$ cat src/assert_macros.svh
// ----------------------------------------------------------------------------
// assert_macros.svh
// Concurrent assertion shorthands for the RTL of the interpolator core.
// ----------------------------------------------------------------------------
`ifndef ASSERT_MACROS_SVH
`define ASSERT_MACROS_SVH

// Check on every rising edge of clk, muted while arst_n is low.
`define ASSERT_CLK(label, prop, msg) \
	label: assert property (@(posedge clk) disable iff (!arst_n) prop) else $error(msg);

// Check on every rising edge of clk, reset included.
`define ASSERT_ANY(label, prop, msg) \
	label: assert property (@(posedge clk) prop) else $error(msg);

`endif

$ cat src/bci_pkg.sv
// ----------------------------------------------------------------------------
// bci_pkg
// Breakpoint tables, widths and the divider item type of the charge
// interpolator.
// ----------------------------------------------------------------------------
package bci_pkg;

	// Field widths
	localparam int MV_W  = 16;   // pack voltage, millivolts
	localparam int PCT_W = 7;    // charge, percent

	// Stored breakpoint table
	localparam int STORED_POINTS = 11;
	localparam int IDX_W         = 4;   // holds a segment index up to STORED_POINTS-1

	// Interpolation widths: offset inside one segment is at most 1240 mV, the
	// percent step of one segment is 10, so the quotient stays below 16.
	localparam int OFF_W  = 11;
	localparam int DY_W   = 4;
	localparam int PROD_W = OFF_W + DY_W;
	localparam int QUOT_W = 4;
	localparam int CMP_W  = PROD_W + 1;

	typedef logic [MV_W-1:0]  mv_t;
	typedef logic [PCT_W-1:0] pct_t;

	localparam mv_t BP_MV [STORED_POINTS] = '{
		16'd9820, 16'd11060, 16'd11180, 16'd11300, 16'd11390, 16'd11510,
		16'd11620, 16'd11860, 16'd12070, 16'd12330, 16'd12600
	};

	localparam pct_t BP_PCT [STORED_POINTS] = '{
		7'd0, 7'd10, 7'd20, 7'd30, 7'd40, 7'd50,
		7'd60, 7'd70, 7'd80, 7'd90, 7'd100
	};

	// One item in flight through the divider
	typedef struct packed {
		logic [PROD_W-1:0] rem;    // partial remainder
		logic [OFF_W-1:0]  dx;     // segment width, never zero
		logic [QUOT_W-1:0] quot;   // quotient bits found so far
		pct_t              base;   // percent at the lower breakpoint
	} div_item_t;

endpackage

$ cat src/bci_div_pipe.sv
// ----------------------------------------------------------------------------
// bci_div_pipe
// Restoring divider, one quotient bit per pipeline stage, with its own
// valid/ready chain so bubbles are filled while the far end stalls.
// ----------------------------------------------------------------------------
module bci_div_pipe (
	input  logic                clk,
	input  logic                arst_n,
	input  logic                in_valid,
	output logic                in_ready,
	input  bci_pkg::div_item_t  in_item,
	output logic                out_valid,
	input  logic                out_ready,
	output bci_pkg::div_item_t  out_item
);

	localparam int STAGES = bci_pkg::QUOT_W;

	bci_pkg::div_item_t item_s [STAGES];
	logic               vld_s  [STAGES];
	logic               en     [STAGES];

	genvar i;
	generate
		for (i = 0; i < STAGES; i++) begin : g_stage
			localparam int BIT = STAGES - 1 - i;

			bci_pkg::div_item_t         src;
			bci_pkg::div_item_t         nxt;
			logic                       src_vld;
			logic                       nxt_en;
			logic [bci_pkg::CMP_W-1:0]  dsh;
			logic [bci_pkg::CMP_W-1:0]  rem_x;

			// Pick the upstream stage
			if (i == 0) begin : g_first
				assign src     = in_item;
				assign src_vld = in_valid;
			end else begin : g_next
				assign src     = item_s[i-1];
				assign src_vld = vld_s[i-1];
			end

			// Pick the downstream enable
			if (i == STAGES - 1) begin : g_tail
				assign nxt_en = out_ready;
			end else begin : g_mid
				assign nxt_en = en[i+1];
			end

			assign en[i] = !vld_s[i] || nxt_en;

			// Try to subtract the shifted divisor for this quotient bit
			always_comb begin
				dsh   = bci_pkg::CMP_W'(src.dx) << BIT;
				rem_x = bci_pkg::CMP_W'(src.rem);
				nxt   = src;
				if (rem_x >= dsh) begin
					nxt.rem       = bci_pkg::PROD_W'(rem_x - dsh);
					nxt.quot[BIT] = 1'b1;
				end
			end

			// Advance valid
			always_ff @(posedge clk or negedge arst_n) begin
				if (!arst_n) begin
					vld_s[i] <= 1'b0;
				end else if (en[i]) begin
					vld_s[i] <= src_vld;
				end
			end

			// Advance payload
			always_ff @(posedge clk) begin
				if (en[i] && src_vld) begin
					item_s[i] <= nxt;
				end
			end
		end
	endgenerate

	assign in_ready  = en[0];
	assign out_valid = vld_s[STAGES-1];
	assign out_item  = item_s[STAGES-1];

endmodule

$ cat src/battery_charge_interpolator_core.sv
// ----------------------------------------------------------------------------
// battery_charge_interpolator_core
// Pack voltage to remaining charge by piecewise linear interpolation over a
// fixed breakpoint table.
// ----------------------------------------------------------------------------
// Channel   Dir  Bits  Contents
// s_*       in   16    voltage_mv
// m_*       out  8     charge_percent (bits 6:0), zero pad
//
// One transfer in per cycle and one result out per cycle while m_tready stays high.
// Stages: segment search, offset multiply, four divider stages (one quotient
// bit each), final add into the output register.
// Each stage has its own valid bit; a stage loads whenever it is empty or its
// successor advances, so a stall at m_tready holds everything and loses nothing.
// Reset clears the valid bits only.
// ----------------------------------------------------------------------------
`include "assert_macros.svh"

module battery_charge_interpolator_core #(
	parameter int TABLE_POINTS = 11
) (
	input  logic        clk,
	input  logic        arst_n,
	input  logic        s_tvalid,
	output logic        s_tready,
	input  logic [15:0] s_tdata,    // [15:0] voltage_mv
	output logic        m_tvalid,
	input  logic        m_tready,
	output logic [7:0]  m_tdata     // [6:0] charge_percent, [7] zero
);

	// Breakpoints in use, clamped to the stored table
	localparam int N_USED = (TABLE_POINTS > bci_pkg::STORED_POINTS) ? bci_pkg::STORED_POINTS :
		((TABLE_POINTS < 2) ? 2 : TABLE_POINTS);

	// Stage 1 registers
	logic                       v_s1;
	bci_pkg::mv_t               volt_s1;
	logic [bci_pkg::IDX_W-1:0]  seg_s1;
	logic                       low_s1;
	logic                       high_s1;

	// Stage 2 registers
	logic                       v_s2;
	bci_pkg::div_item_t         item_s2;

	// Output stage
	logic                       v_s7;
	bci_pkg::pct_t              pct_s7;

	logic                       en_s1;
	logic                       en_s2;
	logic                       en_s7;
	logic                       div_in_ready;
	logic                       div_out_valid;
	bci_pkg::div_item_t         div_out_item;

	logic [bci_pkg::IDX_W-1:0]  seg_nx;
	logic                       low_nx;
	logic                       high_nx;

	logic [bci_pkg::IDX_W-1:0]  seg_lo;
	bci_pkg::mv_t               x0;
	bci_pkg::mv_t               dx_full;
	bci_pkg::pct_t              y0;
	bci_pkg::pct_t              y1;
	bci_pkg::pct_t              dy_full;
	logic [bci_pkg::OFF_W-1:0]  off;
	logic                       no_slope;
	bci_pkg::div_item_t         item_nx;

	// Stage enables: load when empty or when the next stage moves on
	assign en_s7    = !v_s7 || m_tready;
	assign en_s2    = !v_s2 || div_in_ready;
	assign en_s1    = !v_s1 || en_s2;
	assign s_tready = en_s1;

	// Stage 1: compare against every breakpoint, take the first not below
	always_comb begin
		low_nx  = (s_tdata <= bci_pkg::BP_MV[0]);
		high_nx = (s_tdata >= bci_pkg::BP_MV[N_USED-1]);
		seg_nx  = bci_pkg::IDX_W'(N_USED - 1);
		for (int j = N_USED - 2; j >= 1; j--) begin
			if (s_tdata <= bci_pkg::BP_MV[j]) begin
				seg_nx = bci_pkg::IDX_W'(j);
			end
		end
	end

	always_ff @(posedge clk or negedge arst_n) begin
		if (!arst_n) begin
			v_s1 <= 1'b0;
		end else if (en_s1) begin
			v_s1 <= s_tvalid;
		end
	end

	always_ff @(posedge clk) begin
		if (en_s1 && s_tvalid) begin
			volt_s1 <= s_tdata;
			seg_s1  <= seg_nx;
			low_s1  <= low_nx;
			high_s1 <= high_nx;
		end
	end

	// Stage 2: segment lookup, offset and product; clamp cases divide zero
	always_comb begin
		seg_lo   = seg_s1 - bci_pkg::IDX_W'(1);
		x0       = bci_pkg::BP_MV[seg_lo];
		dx_full  = bci_pkg::BP_MV[seg_s1] - x0;
		y0       = bci_pkg::BP_PCT[seg_lo];
		y1       = bci_pkg::BP_PCT[seg_s1];
		dy_full  = y1 - y0;
		off      = bci_pkg::OFF_W'(volt_s1 - x0);
		no_slope = (dx_full == '0) || (y1 < y0);

		item_nx.quot = '0;
		item_nx.dx   = bci_pkg::OFF_W'(dx_full);
		item_nx.rem  = off * bci_pkg::DY_W'(dy_full);
		item_nx.base = y0;
		if (low_s1) begin
			item_nx.base = bci_pkg::BP_PCT[0];
		end else if (high_s1) begin
			item_nx.base = bci_pkg::BP_PCT[N_USED-1];
		end
		if (low_s1 || high_s1 || no_slope) begin
			item_nx.rem = '0;
			item_nx.dx  = bci_pkg::OFF_W'(1);
		end
	end

	always_ff @(posedge clk or negedge arst_n) begin
		if (!arst_n) begin
			v_s2 <= 1'b0;
		end else if (en_s2) begin
			v_s2 <= v_s1;
		end
	end

	always_ff @(posedge clk) begin
		if (en_s2 && v_s1) begin
			item_s2 <= item_nx;
		end
	end

	// Stages 3 to 6: quotient bits
	bci_div_pipe u_div (
		.clk       (clk),
		.arst_n    (arst_n),
		.in_valid  (v_s2),
		.in_ready  (div_in_ready),
		.in_item   (item_s2),
		.out_valid (div_out_valid),
		.out_ready (en_s7),
		.out_item  (div_out_item)
	);

	// Output stage: add the quotient to the lower percentage
	always_ff @(posedge clk or negedge arst_n) begin
		if (!arst_n) begin
			v_s7 <= 1'b0;
		end else if (en_s7) begin
			v_s7 <= div_out_valid;
		end
	end

	always_ff @(posedge clk) begin
		if (en_s7 && div_out_valid) begin
			pct_s7 <= div_out_item.base + bci_pkg::PCT_W'(div_out_item.quot);
		end
	end

	assign m_tvalid = v_s7;
	assign m_tdata  = {1'b0, pct_s7};

	// Checks
	`ASSERT_ANY(a_pct_range, m_tvalid |-> (m_tdata[6:0] <= 7'd100), "charge above 100 percent")
	`ASSERT_CLK(a_quot_fits, v_s2 |-> (bci_pkg::CMP_W'(item_s2.rem) < (bci_pkg::CMP_W'(item_s2.dx) << bci_pkg::QUOT_W)), "quotient overflows divider")
	`ASSERT_CLK(a_s1_hold, (v_s1 && !en_s2) |=> (v_s1 && $stable(volt_s1)), "stage 1 lost data in stall")

endmodule

$ cat config.mk
export PLATFORM = sky130hd
export DESIGN_NAME = battery_charge_interpolator_core
export DESIGN_NICKNAME = d
export VERILOG_FILES = /design/src/bci_pkg.sv /design/src/bci_div_pipe.sv /design/src/battery_charge_interpolator_core.sv
export VERILOG_INCLUDE_DIRS = /design/src /design/src/src
export SDC_FILE = /design/constraint.sdc
export NUM_CORES = 1
export LEC_CHECK = 0
export ABC_AREA = 1
export BUFFER_PORTS_ARGS = -buffer_cell sky130_fd_sc_hd__buf_2
export CELL_PAD_IN_SITES_DETAIL_PLACEMENT = 1
export CELL_PAD_IN_SITES_GLOBAL_PLACEMENT = 1
export CORE_UTILIZATION = 40
export DETAILED_ROUTE_END_ITERATION = 10
export GPL_ROUTABILITY_DRIVEN = 0
export HOLD_SLACK_MARGIN = 0.08
export PLACE_DENSITY_LB_ADDON = 0.08
export SYNTH_ARGS = -nofsm -noshare
export SYNTH_HDL_FRONTEND = slang
export SYNTH_HIERARCHICAL = 1
export SYNTH_SLANG_ARGS = --single-unit
$ cat constraint.sdc
create_clock -name clk -period 6.45 [get_ports clk]
set_clock_uncertainty 0.15 [all_clocks]
set_input_delay 0.645 -clock clk [delete_from_list [all_inputs] [get_ports clk]]
set_output_delay 0.645 -clock clk [all_outputs]
set_load 0.03 [all_outputs]
-- Yosys cells after proc, flatten, opt, wreduce, memory -nomap -nowiden
Memory sizes are Yosys's and may differ from the RTL's.
Index checks and enable logic that the tools add are counted.
- $add $sub $neg: 9
- $mul: 1
- order comparisons: 18
- multiplexer cells: 33
- bitwise logic cells: 2
- reduce and logical (&&, ||, !) cells: 28
- operator list (operator ; number):
    16-bit by 14-bit less-or-equal comparator with 1-bit output, second input constant ; 10
    16-bit 2-to-1 mux ; 4
    15-bit 2-to-1 mux ; 4
    7-bit 2-to-1 mux ; 5
    16-bit by 14-bit >= comparator with 1-bit output, second input constant ; 1
    16-bit logical NOT ; 1
    16-bit subtractor ; 1
    15-bit by 11-bit >= comparator with 1-bit output ; 1
    15-bit by 12-bit >= comparator with 1-bit output ; 1
    15-bit by 13-bit >= comparator with 1-bit output ; 1
    15-bit by 14-bit >= comparator with 1-bit output ; 1
    11-bit by 4-bit multiplier with 15-bit output ; 1
    15-bit by 11-bit subtractor with 15-bit output ; 1
    15-bit by 12-bit subtractor with 15-bit output ; 1
    15-bit by 13-bit subtractor with 15-bit output ; 1
    15-bit by 14-bit subtractor with 15-bit output ; 1
    1-bit 2-to-1 mux ; 12
    3-bit 2-to-1 mux ; 4
    11-bit subtractor ; 1
    5-bit >= comparator, second input constant ; 2
    1-bit logical OR ; 10
    4-bit inverter with 5-bit output ; 2
    2-bit 2-to-1 mux ; 4
    7-bit by 4-bit adder with 7-bit output ; 1
    other kinds (8) ; 20
- register bits after elaboration: 64
- memory bits (writable): 148
- memory bits (read-only): 736
- input bits: 20
- output and inout bits: 10
- memories: 5
- memory list (name ; words ; bits a word ; read ports ; clocked after memory_dff ; wr ports ; line ; text):
    (name not given) ; 16 ; 16 ; 1 ; 0 ; 0 ; battery_charge_interpolator_core.sv:111 ; dx_full = bci_pkg::BP_MV[seg_s1] - x0;
    (name not given) ; 16 ; 16 ; 1 ; 0 ; 0 ; battery_charge_interpolator_core.sv:110 ; x0 = bci_pkg::BP_MV[seg_lo];
    u_div.item_s ; 4 ; 37 ; 4 ; 0 ; 4 ; bci_div_pipe.sv:19 ; bci_pkg::div_item_t item_s [STAGES];
    (name not given) ; 16 ; 7 ; 1 ; 0 ; 0 ; battery_charge_interpolator_core.sv:113 ; y1 = bci_pkg::BP_PCT[seg_s1];
    (name not given) ; 16 ; 7 ; 1 ; 0 ; 0 ; battery_charge_interpolator_core.sv:112 ; y0 = bci_pkg::BP_PCT[seg_lo];

-- Longest topological paths before layout
Gate-level depths: netlist of the first run.
- depth in word-level cells: 9
- depth in mapped cells: 31
- depth with buffers taken out: 31

-- Hierarchy
The synthesis of the first run kept the hierarchy.
- by module, submodules not included (module ; instances ; cells each ; area each (µm²)):
    bci_div_pipe ; 1 ; 971 ; 8525.7
    battery_charge_interpolator_core ; 1 ; 712 ; 5549.1

-- Worst setup path before layout of the first run
Ideal clock, no wire load.
- path kind: register to register
- from: register seg_s1[1] in the netlist's numbering
- to: register item_s2[34] in the netlist's numbering (data pin)
- library setup time: 256 ps
- arrival: 4912 ps
- data required time: 6044 ps
- setup slack: 1132 ps
- stages on the path, launching flop included: 28
- period minus slack after synthesis: 5318 ps
- cells stage by stage: edfxtp_1 > inv_1 > ha_1 > inv_1 > ha_1 > inv_1 > nand2_1 > nand2_1 > inv_1 > ha_1 > inv_1 > ha_1 > inv_1 > nand2_1 > xnor2_1 > or2_2 > fa_1 > inv_1 > ha_1 > ha_1 > fa_1 > a31oi_1 > o21ai_0 > a21oi_1 > nor2_1 > nor2_1 > xor2_1 > nor2_2
- word-level cells in the longest chain between the ends: 9
- ends and longest elaborated chain (item ; line ; text):
    start: declaration ; battery_charge_interpolator_core.sv:39 ; logic [bci_pkg::IDX_W-1:0] seg_s1;
    start signal: assignment ; battery_charge_interpolator_core.sv:101 ; seg_s1 <= seg_nx;
    parallel branches: the longest is 9 deep, another holds memory read 16 x 16 bit ; n/a ;
    end signal: assignment ; battery_charge_interpolator_core.sv:143 ; item_s2 <= item_nx;
    end: declaration ; battery_charge_interpolator_core.sv:45 ; bci_pkg::div_item_t item_s2;
Parallel ways; which one is timed is not known. The select of a mux whose other input is x is not followed.
A chain may end at the register's enable or synchronous reset.

-- Worst setup path in the final report of the first run
- from: register seg_s1[0] in the netlist's numbering
- to: register item_s2[34] in the netlist's numbering (data pin)
The elaborated chain is that of the path after synthesis.

==> impl_metrics.ini, run 1 <==
[timing]
setup_viol = 0
finalCritPeriodShare = 0.919
rsz0062_at_grt = false
hold_viol_final = 0
worstMarginPinSlew_ns = 1.05
slew_viol_final = 0
period_needed_ns = 5.93
relSlewSlack = 0.298
whs_ns = 0.257
tns_ns = 0
fmax_mhz = 169

[route]
via_per_inst = 4.97
first_pass_iters = 4
vias = 9890
met3_length_um = 603
wl_um = 31200
wl_per_cell_um = 15.7
wl_met1_um = 14900
dr_wl_met2_um = 15300
drcViolationCount = 0
final_antenna_net_count = 0
top_layer_used = met4
initialDrtViolationCount = 460

[global_routing]
grt_pass1_wl_um = 52200
grt_pass1_vias = 10400
antenna_found_initial = 0
grt_overflow = 0
grt_max_degree = 38
grt_usage = 0.204

[clocking]
cts_sinks = 184
post-cts-setup-buffer-count = 0
path_clk_slew_ns = 0.08
htreeDepth = 4
clk_latency_ns = 0.46
cts_made_buffers = 17
root_buffer = clkbuf_16
clock_path_buffers = 2
cts_tree = done

[setup_path]
critPathTopFamily = adder cells
cp.arrival_ns = 5.98
cp_slowest_cell = fa_1
cp-start-kind = flip-flop
endpoint_kind = flip-flop
worst-r2r-cell-count = 23
crit_path_max_fanout = 9
cp.buffers_inverters = 4
reg2reg_from = seg_s1[0]
r2r_slack_ns = 0.52
worstSetupPathType = flip-flop to flip-flop
critical_path.max_stage_delay_ns = 0.55
worst_path_most_repeated_cell = ha_1
worstPathCellList = inv_2, ha_1, inv_1, ha_1, inv_1, nor2_1, o21ai_0, nand2_1, ha_1, xnor2_1, nand2_1, fa_1, inv_1, ha_1, ha_1, fa_1, a31oi_1, o21ai_0, a21oi_1, nor2_1, nor2_1, xor2_1, nor2_2
regToRegEndpoint = item_s2[34]
required_ns = 6.51

[floorplan]
core-area_mm2 = 0.0309
start_util = 0.410
fp-row-count = 64
fp.dieW_um = 180
dieArea_mm2 = 0.0324
fp.dieH_um = 180
io_pins = 30

[logic_synthesis]
syn_inst = 1531
ys.warnings.count = 6
avgSynthCellArea_um2 = 8.29
netlist_area_mm2 = 0.0127

[layout]
drive_gt1_frac = 0.0829
diodes = 0
nets = 1720
design_area_mm2 = 0.0140
area_growth_pct = 10.1

[worst_hold_path]
min_to = v_s1
hold_class = input port to flip-flop
hp-start = s_tvalid
whs_path_depth = 3

[run_status]
status = complete, no violations

[power_and_ir_drop]
ir_worst_vdd_v = 0.000354
total_power_mw = 6.73
p_per_area_mw_per_mm2 = 481
leakagePower_nw = 6.67

[job]
maxCapViolCount = 0

[placement]
placed_cell_area_mm2 = 0.0133
io_buffers = 28
hpwl_um = 25600
==> worst min-delay path, cell delays in order <==
cell     delay (ns)
buf_2          0.08
nand2_1        0.06
nand2_1        0.06
==> cell type report <==
| class | count | area [um2] |
|---|---|---|
| repair buffers | 35 | 195 |
| well taps | 396 | 495 |
| clock buffers | 17 | 425 |
| flip-flops and latches | 184 | 5490 |
| clock inverters | 15 | 251 |
| fillers | 3756 | 16900 |
| multi-input cells | 1071 | 6090 |
| inverters | 270 | 1030 |
==> what timing repair did <==
item / 4_1_cts / 5_1_grt
gates resized for setup: 0 / 1
hold buffers: 1 / 0
setup endpoints to repair: 0 / 2
endpoints found under the hold margin: 7 / 0
==> metrics by stage <==
step	setup WS, ns	util	cells
CTS	0.416	0.452	1988
global route	0.135	0.452	1988
global placement	0.559	0.430	1955
floorplan	1.13	-	1538
detailed placement	0.450	0.430	1955
finish	0.525	0.452	1988
==> placed cells by master, fill, tap and decap left out, types with 4 or more instances in the layout <==
master / count
nor2_1: 141
and2_1: 7
clkinv_8: 6
nand3_1: 72
nor4_1: 5
nand2_2: 14
nand2_4: 4
o21ai_0: 31
a21oi_1: 60
clkbuf_16: 17
nand4_1: 20
inv_1: 263
a31oi_1: 6
ha_1: 107
xnor2_1: 18
dfrtp_1: 7
nor2_2: 26
edfxtp_1: 177
inv_2: 6
xor2_1: 27
nand2_1: 445
nor3_1: 17
buf_4: 6
buf_2: 28
nand3b_1: 5
fa_1: 14
conb_1: 8
or2_2: 5
==> metal layers <==
layer / track usage / vias to the layer above
li1: - / 5026
met1: 0.256 / 4773
met2: 0.361 / 72
met3: 0.0352 / 19
met4: 0.0520 / 0
met5: 0 / -
==> worst max-delay path by stage <==
stage | from | to | slack [ns] | cells after the start
3_5_place_dp | seg_s1[0] | item_s2[34] | 0.45 | 22
2_1_floorplan | seg_s1[1] | item_s2[34] | 1.13 | 27
3_3_place_gp | seg_s1[0] | item_s2[34] | 0.56 | 22
6_report | seg_s1[0] | item_s2[34] | 0.52 | 23
4_1_cts | seg_s1[0] | item_s2[34] | 0.42 | 22
5_1_grt | seg_s1[0] | item_s2[34] | 0.14 | 23
==> sequential cells by signal, summed over array words and instances (netlist names) <==
signal                 flops
pct_s7                     7
m_tvalid                   1
high_s1                    1
seg_s1                     4
volt_s1                   11
v_s1                       1
u_div/g_stage.src_vld      3
low_s1                     1
u_div/out_valid            1
v_s2                       1
item_s2                   31
u_div/item_s             122
==> power breakdown <==
group	switching (mW)	internal (mW)	total, mW
Combinational	2.26	1.19	3.45
Sequential	0.197	1.91	2.10
Clock	0.526	0.641	1.17
Total	2.98	3.74	6.73
No activity file was read; power rests on OpenSTA's default activity.
==> run 2, diff against run 1 <==
--- a/config.mk
+++ b/config.mk
@@ -10,6 +10,7 @@
 export BUFFER_PORTS_ARGS = -buffer_cell sky130_fd_sc_hd__buf_2
 export CELL_PAD_IN_SITES_DETAIL_PLACEMENT = 1
 export CELL_PAD_IN_SITES_GLOBAL_PLACEMENT = 1
+export CORE_ASPECT_RATIO = 1.2
 export CORE_UTILIZATION = 40
 export DETAILED_ROUTE_END_ITERATION = 10
 export GPL_ROUTABILITY_DRIVEN = 0
==> run 2 against run 1 <==
- critical endpoint unchanged
- worst hold slack better by 0.0063 ns
- sequential power about the same
- combinational power about the same
- wire length up 1.1%
- critical path type unchanged
- cell area down 0.40%
- worst setup slack worse by 0.065 ns
- first-iteration DRC count down 42%
- clock power down 7%
- total power down 1.2%
- register-to-register slack worse by 0.07 ns
- flip-flop and latch count unchanged
- fmax down 1.1%
==> impl_metrics.ini, run 2 (synthesized netlist as in run 1, its figures left out) <==
[global_routing]
antenna_found_initial = 0
grt_overflow = 0
grt_pass1_wl_um = 52400
grt_pass1_vias = 10600
grt_usage = 0.208
grt_max_degree = 38

[job]
maxCapViolCount = 0

[timing]
fmax_mhz = 167
setup_viol = 0
rsz0062_at_grt = false
hold_viol_final = 0
period_needed_ns = 5.99
whs_ns = 0.263
worstMarginPinSlew_ns = 1.09
tns_ns = 0
finalCritPeriodShare = 0.929
slew_viol_final = 0
relSlewSlack = 0.269

[floorplan]
core-area_mm2 = 0.0313
fp-row-count = 71
fp.dieW_um = 165
start_util = 0.406
fp.dieH_um = 197
dieArea_mm2 = 0.0324
io_pins = 30

[setup_path]
required_ns = 6.49
cp_slowest_cell = edfxtp_1
worst_path_most_repeated_cell = ha_1
worst-r2r-cell-count = 23
critPathTopFamily = adder cells
critical_path_depth = 23
crit_path_max_fanout = 10
worstPathCellList = inv_1, ha_1, inv_1, ha_1, inv_1, nor2_1, o21ai_0, nand2_1, ha_1, xnor2_1, nand2_1, fa_1, inv_1, ha_1, ha_1, fa_1, a31oi_1, o21ai_0, a21oi_1, nor2_1, nor2_1, xor2_1, nor2_2
cp.buffers_inverters = 4
cp.arrival_ns = 6.03
worstSetupPathType = flip-flop to flip-flop
critical_path.max_stage_delay_ns = 0.56
cp-start-kind = flip-flop
endpoint_kind = flip-flop

[layout]
nets = 1718
largest_reg_flops = 122
drive_gt1_frac = 0.0818
largestRegisters = u_div/item_s x122, item_s2 x31, volt_s1 x11
fin_cells = 1991
final_common_cell = nand2_1
area_growth_pct = 9.67
top_register = u_div/item_s
diodes = 0
mostFrequentLayoutCells = nand2_1, inv_1, edfxtp_1
fill_cells = 3807

[clocking]
path_clk_slew_ns = 0.08
cts_made_buffers = 17
clk_latency_ns = 0.44
cts_sinks = 184
post-cts-setup-buffer-count = 0
root_buffer = clkbuf_16
clock_path_buffers = 2
cts_tree = done
htreeDepth = 4

[route]
drcViolationCount = 0
vias = 9907
initialDrtViolationCount = 269
wl_met1_um = 13400
top_layer_used = met4
dr_wl_met2_um = 16900
wl_per_cell_um = 15.8
final_antenna_net_count = 0
first_pass_iters = 4
via_per_inst = 4.98
met3_length_um = 582
wl_um = 31500

[placement]
io_buffers = 28
place_inst = 1958
hpwl_um = 26300

[power_and_ir_drop]
p_per_area_mw_per_mm2 = 478
ir_worst_vdd_v = 0.000400
leakagePower_nw = 6.65

[worst_hold_path]
hold_class = flip-flop to flip-flop
whs_path_depth = 0

[run_status]
status = complete, no violations
[run 2: path summary, 6_finish.rpt]
check,start,end,slack (ns)
max,seg_s1[1],item_s2[34],0.46
min,u_div/item_s[2][3],u_div/item_s[3][3],0.26
max reg2reg,seg_s1[1],item_s2[34],0.46
min reg2reg,u_div/item_s[2][3],u_div/item_s[3][3],0.26
max in group asynchronous,arst_n,u_div/g_stage[2].src_vld,5.56
min in group asynchronous,arst_n,m_tvalid,0.42
[run 2: final cells by class]
class                   instances  area (um2)  share of cell area
clock buffers                  17         425              0.0306
clock inverters                15         204              0.0147
inverters                     270        1030              0.0737
multi-input cells            1071        6090               0.437
flip-flops and latches        184        5490               0.395
well taps                     401         502              0.0361
repair buffers                 33         180              0.0129
[run 2: layer usage]
layer	vias to the layer above	global-route usage
met5	-	0
met4	0	0.0612
met3	33	0.0239
met2	102	0.400
met1	4740	0.235
li1	5032	-
[run 2: metrics by stage]
| step | util | total power [mW] | cell area (um2) | setup WS [ns] |
|---|---|---|---|---|
| 2_1_floorplan | - | 4.71 | 12700 | 1.13 |
| 3_3_place_gp | 0.425 | 5.52 | 13300 | 0.591 |
| 6_report | 0.445 | 6.65 | 13900 | 0.460 |
| 5_1_grt | 0.445 | 7.31 | 13900 | 0.00466 |
| 4_1_cts | 0.445 | 6.76 | 13900 | 0.351 |
| 3_5_place_dp | 0.425 | 5.64 | 13300 | 0.395 |
[run 2: what timing repair did]
item	4_1_cts	5_1_grt
endpoints found under the setup margin	0	2
resized for setup	0	1
hold endpoints to repair	7	0
hold buffers	1	0
[run 2: worst reg2reg max path, cell delays in order, from the launching register on]
cell	delay, ns
edfxtp_1	0.56
inv_1	0.24
ha_1	0.29
inv_1	0.13
ha_1	0.40
inv_1	0.17
nor2_1	0.05
o21ai_0	0.17
nand2_1	0.11
ha_1	0.32
xnor2_1	0.40
nand2_1	0.15
fa_1	0.56
inv_1	0.04
ha_1	0.29
ha_1	0.26
fa_1	0.45
a31oi_1	0.27
o21ai_0	0.17
a21oi_1	0.16
nor2_1	0.06
nor2_1	0.10
xor2_1	0.19
nor2_2	0.06
[run 2: power breakdown]
group	switching [mW]	internal, mW	leakage, nW	total (mW)
combinational	2.27	1.19	4.54	3.46
clock	0.546	0.542	0.304	1.09
sequential	0.189	1.91	1.81	2.10
